===== config.mk =====
export PLATFORM = sky130hd
export DESIGN_NAME = radix_integer_token_parser_core
export DESIGN_NICKNAME = d
export VERILOG_FILES = /design/src/rtp_pkg.sv /design/src/radix_integer_token_parser_core.sv /design/src/rtp_digit.sv /design/src/rtp_token.sv
export SDC_FILE = /design/constraint.sdc
export NUM_CORES = 1
export LEC_CHECK = 0
export ABC_AREA = 0
export BUFFER_PORTS_ARGS = -buffer_cell sky130_fd_sc_hd__buf_2
export CORE_ASPECT_RATIO = 1.5
export CORE_UTILIZATION = 55
export CTS_CLUSTER_DIAMETER = 100
export DETAILED_ROUTE_END_ITERATION = 6
export GPL_ROUTABILITY_DRIVEN = 1
export HOLD_SLACK_MARGIN = 0.12
export PLACE_DENSITY = 0.74
export SLEW_MARGIN = 40
export SYNTH_ARGS = -nofsm -noshare
export SYNTH_HDL_FRONTEND = slang
export SYNTH_SLANG_ARGS = --single-unit

===== constraint.sdc =====
create_clock -name clk -period 7.38 [get_ports clk]
set_clock_uncertainty 0.05 [all_clocks]
set_input_delay 1.476 -clock clk [delete_from_list [all_inputs] [get_ports clk]]
set_output_delay 1.476 -clock clk [all_outputs]
set_load 0.02 [all_outputs]

===== src/rtp_pkg.sv =====
`timescale 1ns / 1ps

package rtp_pkg;

  // Accumulator width; values wrap modulo 2**VALUE_BITS.
  localparam int VALUE_BITS = 32;
  localparam int OUT_BITS   = 32;
  localparam int CHAR_BITS  = 8;
  localparam int MODE_BITS  = 2;
  localparam int DIGIT_BITS = 4;

  localparam logic [MODE_BITS-1:0] MODE_BIN = 2'd0;
  localparam logic [MODE_BITS-1:0] MODE_OCT = 2'd1;
  localparam logic [MODE_BITS-1:0] MODE_DEC = 2'd2;
  localparam logic [MODE_BITS-1:0] MODE_HEX = 2'd3;
  localparam logic [MODE_BITS-1:0] MODE_RESET = MODE_DEC;

  localparam logic [CHAR_BITS-1:0] CHAR_MASK    = 8'o377;
  localparam logic [CHAR_BITS-1:0] CH_MINUS     = 8'h2D;  // '-'
  localparam logic [CHAR_BITS-1:0] CH_ZERO      = 8'h30;  // '0'
  localparam logic [CHAR_BITS-1:0] CH_NINE      = 8'h39;  // '9'
  localparam logic [CHAR_BITS-1:0] CH_LOWER_A   = 8'h61;
  localparam logic [CHAR_BITS-1:0] CH_LOWER_F   = 8'h66;
  localparam logic [CHAR_BITS-1:0] CH_UPPER_A   = 8'h41;
  localparam logic [CHAR_BITS-1:0] CH_UPPER_F   = 8'h46;  // 'F'
  localparam logic [CHAR_BITS-1:0] CH_KOI_UP_A  = 8'hC1;
  localparam logic [CHAR_BITS-1:0] CH_KOI_UP_F  = 8'hC6;
  localparam logic [CHAR_BITS-1:0] CH_KOI_LO_A  = 8'hE1;
  localparam logic [CHAR_BITS-1:0] CH_KOI_LO_F  = 8'hE6;

  typedef struct packed {
    logic                       is_number;
    logic signed [OUT_BITS-1:0] number_value;
  } rtp_result_t;

  typedef struct packed {
    logic                  ok;
    logic [DIGIT_BITS-1:0] value;
  } rtp_digit_t;

endpackage


===== src/radix_integer_token_parser_core.sv =====
`timescale 1ns / 1ps

// Parses one integer token per run of character beats (last character marked
// by in_tlast) in base 2, 8, 10 or 16 as set by the cfg register (reset:
// decimal). One character is accepted every cycle, back to back; the result
// of a token passes from the parse register into the output register behind
// out_tvalid. A result held by out_tready stalls the input only once the next
// token's last character reaches the parse register; other characters keep
// flowing. The per-cycle path is the accumulator update acc*base+digit, done
// with shifts and at most two adds.
// Invalid tokens give out_tuser = 0 and a zero value.
module radix_integer_token_parser_core (
  input  logic        clk,
  input  logic        rst_n,
  input  logic        in_tvalid,
  output logic        in_tready,
  input  logic [7:0]  in_tdata,   // [7:0] char_code
  input  logic        in_tlast,   // last_char
  output logic        out_tvalid,
  input  logic        out_tready,
  output logic [31:0] out_tdata,  // [31:0] number_value
  output logic        out_tuser,  // is_number
  input  logic        cfg_valid,
  output logic        cfg_ready,
  input  logic [1:0]  cfg_data    // base_mode
);

  logic [rtp_pkg::MODE_BITS-1:0] base_r;
  logic                          out_v_r, out_v_nxt;
  rtp_pkg::rtp_result_t          out_res_r;
  rtp_pkg::rtp_result_t          res;
  logic                          res_valid;
  logic                          res_free;

  assign cfg_ready = 1'b1;
  assign res_free  = !out_v_r || out_tready;

  rtp_token u_token (
    .clk       (clk),
    .rst_n     (rst_n),
    .in_valid  (in_tvalid),
    .in_ready  (in_tready),
    .in_char   (in_tdata),
    .in_last   (in_tlast),
    .base_mode (base_r),
    .res_free  (res_free),
    .res_valid (res_valid),
    .res       (res)
  );

  always_comb begin
    out_v_nxt = out_v_r;
    if (res_free) begin
      out_v_nxt = res_valid;
    end
  end

  always_ff @(posedge clk) begin
    if (!rst_n) begin
      base_r  <= rtp_pkg::MODE_RESET;
      out_v_r <= 1'b0;
    end else begin
      out_v_r <= out_v_nxt;
      if (cfg_valid && cfg_ready) begin
        base_r <= cfg_data;
      end
    end
  end

  always_ff @(posedge clk) begin
    if (res_free && res_valid) begin
      out_res_r <= res;
    end
  end

  assign out_tvalid = out_v_r;
  assign out_tuser  = out_res_r.is_number;
  assign out_tdata  = out_res_r.number_value;

  a_invalid_zero: assert property (@(posedge clk) disable iff (!rst_n)
    out_tvalid && !out_tuser |-> out_tdata == '0)
    else $error("invalid token carries nonzero value");

  a_no_overwrite: assert property (@(posedge clk) disable iff (!rst_n)
    out_v_r && !out_tready |=> out_v_r && $stable(out_res_r))
    else $error("pending result overwritten");

endmodule


===== src/rtp_digit.sv =====
`timescale 1ns / 1ps

// Classifies one character as a digit of the selected base.
module rtp_digit (
  input  logic [rtp_pkg::CHAR_BITS-1:0] char_code,
  input  logic [rtp_pkg::MODE_BITS-1:0] base_mode,
  output rtp_pkg::rtp_digit_t           digit
);

  logic [rtp_pkg::CHAR_BITS-1:0]  c;
  logic [rtp_pkg::CHAR_BITS-1:0]  dec_off;
  logic [rtp_pkg::DIGIT_BITS-1:0] limit;
  logic                           is_dec;
  logic                           hex_mode;

  always_comb begin
    c       = char_code & rtp_pkg::CHAR_MASK;
    dec_off = c - rtp_pkg::CH_ZERO;
    unique case (base_mode)
      rtp_pkg::MODE_BIN: limit = 4'd1;
      rtp_pkg::MODE_OCT: limit = 4'd7;
      default:           limit = 4'd9;
    endcase
    is_dec   = (c >= rtp_pkg::CH_ZERO) && (c <= rtp_pkg::CH_NINE) &&
               (dec_off[rtp_pkg::DIGIT_BITS-1:0] <= limit);
    hex_mode = (base_mode == rtp_pkg::MODE_HEX);

    digit.ok    = 1'b0;
    digit.value = '0;
    priority if (is_dec) begin
      digit.ok    = 1'b1;
      digit.value = dec_off[rtp_pkg::DIGIT_BITS-1:0];
    end else if (hex_mode && c >= rtp_pkg::CH_LOWER_A && c <= rtp_pkg::CH_LOWER_F) begin
      digit.ok    = 1'b1;
      digit.value = 4'(c - rtp_pkg::CH_LOWER_A) + 4'd10;
    end else if (hex_mode && c >= rtp_pkg::CH_UPPER_A && c <= rtp_pkg::CH_UPPER_F) begin
      digit.ok    = 1'b1;
      digit.value = 4'(c - rtp_pkg::CH_UPPER_A) + 4'd10;
    end else if (hex_mode && c >= rtp_pkg::CH_KOI_UP_A && c <= rtp_pkg::CH_KOI_UP_F) begin
      digit.ok    = 1'b1;
      digit.value = 4'(c - rtp_pkg::CH_KOI_UP_A) + 4'd10;
    end else if (hex_mode && c >= rtp_pkg::CH_KOI_LO_A && c <= rtp_pkg::CH_KOI_LO_F) begin
      digit.ok    = 1'b1;
      digit.value = 4'(c - rtp_pkg::CH_KOI_LO_A) + 4'd10;
    end else begin
      digit.ok    = 1'b0;
    end
  end

endmodule


===== src/rtp_token.sv =====
`timescale 1ns / 1ps

// Input register plus per-token state. One character is folded into the
// accumulator per beat; the last character produces a result.
module rtp_token (
  input  logic                          clk,
  input  logic                          rst_n,
  input  logic                          in_valid,
  output logic                          in_ready,
  input  logic [rtp_pkg::CHAR_BITS-1:0] in_char,
  input  logic                          in_last,
  input  logic [rtp_pkg::MODE_BITS-1:0] base_mode,
  input  logic                          res_free,
  output logic                          res_valid,
  output rtp_pkg::rtp_result_t          res
);

  localparam int VB = rtp_pkg::VALUE_BITS;

  logic                          s1_v_r,    s1_v_nxt;
  logic [rtp_pkg::CHAR_BITS-1:0] s1_char_r;
  logic                          s1_last_r;

  logic [VB-1:0] acc_r,   acc_nxt;
  logic          neg_r,   neg_nxt;
  logic          bad_r,   bad_nxt;
  logic          start_r, start_nxt;
  logic          seen_r,  seen_nxt;

  rtp_pkg::rtp_digit_t digit;
  logic                fire;
  logic                take_sign;
  logic [VB-1:0]       scaled;
  logic [VB-1:0]       mag;

  rtp_digit u_digit (
    .char_code (s1_char_r),
    .base_mode (base_mode),
    .digit     (digit)
  );

  // A non-final character never needs the result register.
  assign fire     = s1_v_r && (!s1_last_r || res_free);
  assign in_ready = !s1_v_r || fire;

  always_comb begin
    unique case (base_mode)
      rtp_pkg::MODE_BIN: scaled = acc_r << 1;
      rtp_pkg::MODE_OCT: scaled = acc_r << 3;
      rtp_pkg::MODE_DEC: scaled = (acc_r << 3) + (acc_r << 1);
      rtp_pkg::MODE_HEX: scaled = acc_r << 4;
      default:           scaled = acc_r << 4;
    endcase
  end

  always_comb begin
    take_sign = start_r && (s1_char_r == rtp_pkg::CH_MINUS);
    acc_nxt   = acc_r;
    neg_nxt   = neg_r;
    bad_nxt   = bad_r;
    seen_nxt  = seen_r;
    start_nxt = start_r;
    s1_v_nxt  = in_ready ? in_valid : s1_v_r;

    if (fire) begin
      start_nxt = 1'b0;
      if (take_sign) begin
        neg_nxt = 1'b1;
      end else if (!bad_r) begin
        if (!digit.ok) begin
          bad_nxt = 1'b1;
        end else begin
          acc_nxt  = scaled + VB'(digit.value);
          seen_nxt = 1'b1;
        end
      end
      if (s1_last_r) begin
        acc_nxt   = '0;
        neg_nxt   = 1'b0;
        bad_nxt   = 1'b0;
        seen_nxt  = 1'b0;
        start_nxt = 1'b1;
      end
    end
  end

  // Result from the post-update state of the final character.
  logic ok_final;
  logic [VB-1:0] acc_final;
  always_comb begin
    acc_final = acc_r;
    ok_final  = !bad_r && seen_r;
    if (take_sign) begin
      ok_final = ok_final && !bad_r;
    end else if (!bad_r) begin
      if (!digit.ok) begin
        ok_final = 1'b0;
      end else begin
        acc_final = scaled + VB'(digit.value);
        ok_final  = 1'b1;
      end
    end
    mag                = (neg_r || take_sign) ? (VB'(0) - acc_final) : acc_final;
    res_valid          = fire && s1_last_r;
    res.is_number      = ok_final;
    res.number_value   = ok_final ? rtp_pkg::OUT_BITS'($signed(mag)) : '0;
  end

  always_ff @(posedge clk) begin
    if (!rst_n) begin
      s1_v_r  <= 1'b0;
      acc_r   <= '0;
      neg_r   <= 1'b0;
      bad_r   <= 1'b0;
      start_r <= 1'b1;
      seen_r  <= 1'b0;
    end else begin
      s1_v_r  <= s1_v_nxt;
      acc_r   <= acc_nxt;
      neg_r   <= neg_nxt;
      bad_r   <= bad_nxt;
      start_r <= start_nxt;
      seen_r  <= seen_nxt;
    end
  end

  always_ff @(posedge clk) begin
    if (in_ready && in_valid) begin
      s1_char_r <= in_char;
      s1_last_r <= in_last;
    end
  end

  a_clear_after_last: assert property (@(posedge clk) disable iff (!rst_n)
    fire && s1_last_r |=> start_r && !bad_r && !seen_r && !neg_r && acc_r == '0)
    else $error("token state not cleared after last character");

  a_start_drops: assert property (@(posedge clk) disable iff (!rst_n)
    fire && !s1_last_r |=> !start_r)
    else $error("token start flag held past first character");

  a_bad_freezes: assert property (@(posedge clk) disable iff (!rst_n)
    fire && bad_r && !s1_last_r |=> bad_r && $stable(acc_r))
    else $error("accumulator moved in a bad token");

endmodule

==> reports/metrics.yaml <==
clock_tree:
  post_cts_buffers: 0
  cts_tree: "built"
  cts_sinks: 82
  numCtsBuffers: 9
  cts.clk_slew.worst_paths_ns: 0.07
  cts-root-buf: "clkbuf_16"
  cts.repair.resized: 0
  clock_latency_ns: 0.34
  holdBufCountCts: 0
  cts-htree-levels: 3
  cts_buffer_depth: 2
critical_path:
  cp-start-kind: "flop"
  timing.rr.end: "out_tdata[31]"
  crit_start: "base_r[1]"
  worst-setup-path-type: "flop to flop"
  ff2ff_path_depth: 22
  cp-end-kind: "flop"
  reg2reg_from: "base_r[1]"
  crit_end: "out_tdata[31]"
  crit_fanout: 9
  critical_path_required_ns: 7.42
  rrSetupSlack_ns: 1.30
  crit_arrival_ns: 6.12
floorplan:
  num_io_pins: 52
  die_area_um2: 14600
  rows: 52
  core_um2: 13700
  chipHeight_um: 148
  die_w_um: 99.0
  initial_utilization: 0.568
synth:
  synthTopCellsByCount: "nand2_1 (102), nor2_1 (80), a21oi_1 (63)"
  synth_area_leader_cell: "edfxtp_1"
  synth_fp_nets: 1014
  synth_top_area_frac: 0.162
  yosysWarnings: 0
  yosysSeqAreaShare: 0.266
  synthFlopType: "edfxtp_1"
  async_flop_share: 0
  syn-cell-area_um2: 7770
  synth.avg_cell_area_um2: 8.12
  ys_top_cells_by_area: "edfxtp_1 (16%), dfxtp_1 (10%), ha_1 (6.3%)"
  synth.most_common_cell: "nand2_1"
  synth.distinct_cells: 86
  ys_seq_elements: 82
  syn_inst: 957
  synth_enable_flop_cells: 42
run:
  drv_cap: 0
global_routing:
  grt_pass1_wl_um: 32700
  grt_pass1_vias: 6547
  grt-ovfl-total: 0
  grt_usage: 0.276
  antenna_found_initial: 0
  grt_max_degree: 55
timing:
  setup_viol: 0
  tightest_slew_ns: 0.775
  slew_headroom: 0.483
  drv_slew: 0
  hold_viol_final: 0
  clock.fmax_mhz: 165
  rsz0062_at_grt: "no"
  fin_crit_ns: 6.08
  period_share: 0.824
  setup_slack_ns: 1.30
  fin_setup_tns_ns: 0
place:
  globalplace.congestion: 0.927
  place.port_buffers: 50
  place_ws_ns: 1.36
  postPlaceCellArea_um2: 8060
  hpwlAfterDp_um: 15000
detailed_routing:
  finalWirelength_um: 19900
  ant_nets: 0
  drt-wirelength-per-cell_um: 17.5
  viasPerCell: 6.38
  vias: 7272
  drt_first_pass_iters: 5
  drt_iter0_drc: 525
  drc_errors: 0
cells_and_area:
  fin_util: 0.612
  area_growth_pct: 7.72
  antennaDiodeCount: 0
  nets: 1029
  drive_gt1_frac: 0.127
  finalInstanceArea_um2: 8370
worst_hold_path:
  hold_class: "flop to flop"
pwr:
  p_per_area_nw_per_um2: 127
  power_mw: 1.06
  p_leak_nw: 3.09
  vdd_drop_max_uv: 109
status:
  status: "finished clean"
==> cells in the final DEF, fill, tap and decap left out, types with 5 or more instances in the layout <==
| master | synthesis | layout |
|---|---|---|
| and3_1 | 7 | 7 |
| or2_2 | 5 | 5 |
| edfxtp_1 | 42 | 42 |
| a41oi_1 | 7 | 7 |
| o211ai_1 | 8 | 8 |
| a21o_1 | 14 | 14 |
| a21boi_0 | 5 | 5 |
| o21ai_1 | 7 | 7 |
| o21a_1 | 9 | 9 |
| dfxtp_1 | 40 | 39 |
| o22ai_1 | 7 | 7 |
| a31oi_1 | 13 | 11 |
| a22oi_1 | 32 | 32 |
| nand4_1 | 16 | 16 |
| nor4b_1 | 7 | 7 |
| or3_1 | 17 | 17 |
| mux2i_1 | 20 | 20 |
| and4_1 | 9 | 9 |
| nor3_1 | 26 | 25 |
| mux2_2 | 9 | 9 |
| nor2_1 | 80 | 79 |
| inv_1 | 14 | 13 |
| xnor2_1 | 33 | 33 |
| o21ai_0 | 55 | 55 |
| nor4_1 | 10 | 10 |
| nor2b_1 | 33 | 33 |
| nand2_1 | 102 | 101 |
| a21oi_1 | 63 | 63 |
| nand2b_1 | 12 | 12 |
| buf_2 | 12 | 50 |
| buf_4 | 3 | 8 |
| and2_1 | 16 | 16 |
| ha_1 | 39 | 39 |
| o31ai_1 | 9 | 9 |
| xor2_1 | 24 | 24 |
| a211oi_1 | 5 | 5 |
| clkbuf_16 | 0 | 9 |
| nand3_1 | 24 | 24 |
| mux4_2 | 5 | 5 |
==> sequential cells by signal (all words and copies together) (netlist names) <==
| signal | flops |
|---|---|
| u_token.neg_r | 1 |
| u_token.bad_r | 1 |
| out_tdata | 32 |
| u_token.seen_r | 1 |
| u_token.acc_r | 32 |
| out_tvalid | 1 |
| base_r | 2 |
| out_tuser | 1 |
| u_token.s1_last_r | 1 |
| u_token.start_r | 1 |
| u_token.s1_char_r | 8 |
| u_token.s1_v_r | 1 |
==> metal layers <==
layer	wire, um	global-route usage	up-vias
met5	0	0	-
met4	485	0.0955	0
met3	907	0.0203	30
met2	9480	0.471	230
met1	9040	0.367	3399
li1	-	-	3613
==> where the power goes <==
part	switching (mW)	internal, mW	total, mW	leakage [nW]
clock	0.186	0.264	0.450	0.142
sequential	0.00679	0.487	0.494	0.716
combinational	0.0795	0.0396	0.119	2.23
total	0.272	0.791	1.06	3.09
==> layout make-up <==
cell class,count,area [um^2]
clock buffer,9,225
inverter,15,56.3
multi-input combinational,806,5430
fill,1260,5300
timing repair buffer,58,310
clock inverter,7,76.3
sequential,82,2060
tap,162,203
==> worst min-delay path by stage <==
| stage | startpoint | end | slack (ns) | cells past startpoint |
|---|---|---|---|---|
| final | u_token.acc_r[31] | u_token.acc_r[31] | 0.45 | 2 |
| after global routing | u_token.start_r | u_token.start_r | 0.46 | 1 |
| after global placement | u_token.start_r | u_token.start_r | 0.39 | 1 |
| after CTS | u_token.acc_r[31] | u_token.acc_r[31] | 0.45 | 2 |
| after floorplan | u_token.start_r | u_token.start_r | 0.38 | 1 |
| after detailed placement | u_token.start_r | u_token.start_r | 0.44 | 1 |
==> logic make-up after synthesis <==
kind of cell / Yosys count / share of synthesized area
simple gates: 388 / 0.260
compound gates: 281 / 0.243
flops: 82 / 0.266
buf+inv: 69 / 0.0396
xor+xnor: 57 / 0.0643
fa+ha+maj: 41 / 0.0680
mux: 38 / 0.0591
other cells: 1 / 0.000483
==> critical path, cell delays in order, from the launching register on <==
cell and delay (ns):
dfxtp_2 0.32, nand2b_1 0.32, ha_1 0.38, and4_1 0.21, o2111ai_1 0.63, o21ai_0 0.19, nand2_1 0.10, o21ai_0 0.16
fa_1 0.48, a21oi_1 0.22, nor2b_1 0.08, and2_1 0.25, mux2_2 0.29, a21oi_1 0.21, a31oi_1 0.13, nand2b_1 0.18
or2_1 0.26, nor2_1 0.20, nand4_1 0.24, nor4_2 0.40, a31oi_1 0.15, xor2_1 0.19, and2_1 0.16
==> through the flow <==
stage	std cells	hold WS, ns
6_report	1139	0.447
3_5_place_dp	1123	0.436
4_1_cts	1139	0.449
2_1_floorplan	957	0.376
3_3_place_gp	1123	0.389
5_1_grt	1139	0.465
Note: power is estimated with default switching activity, not from simulation.
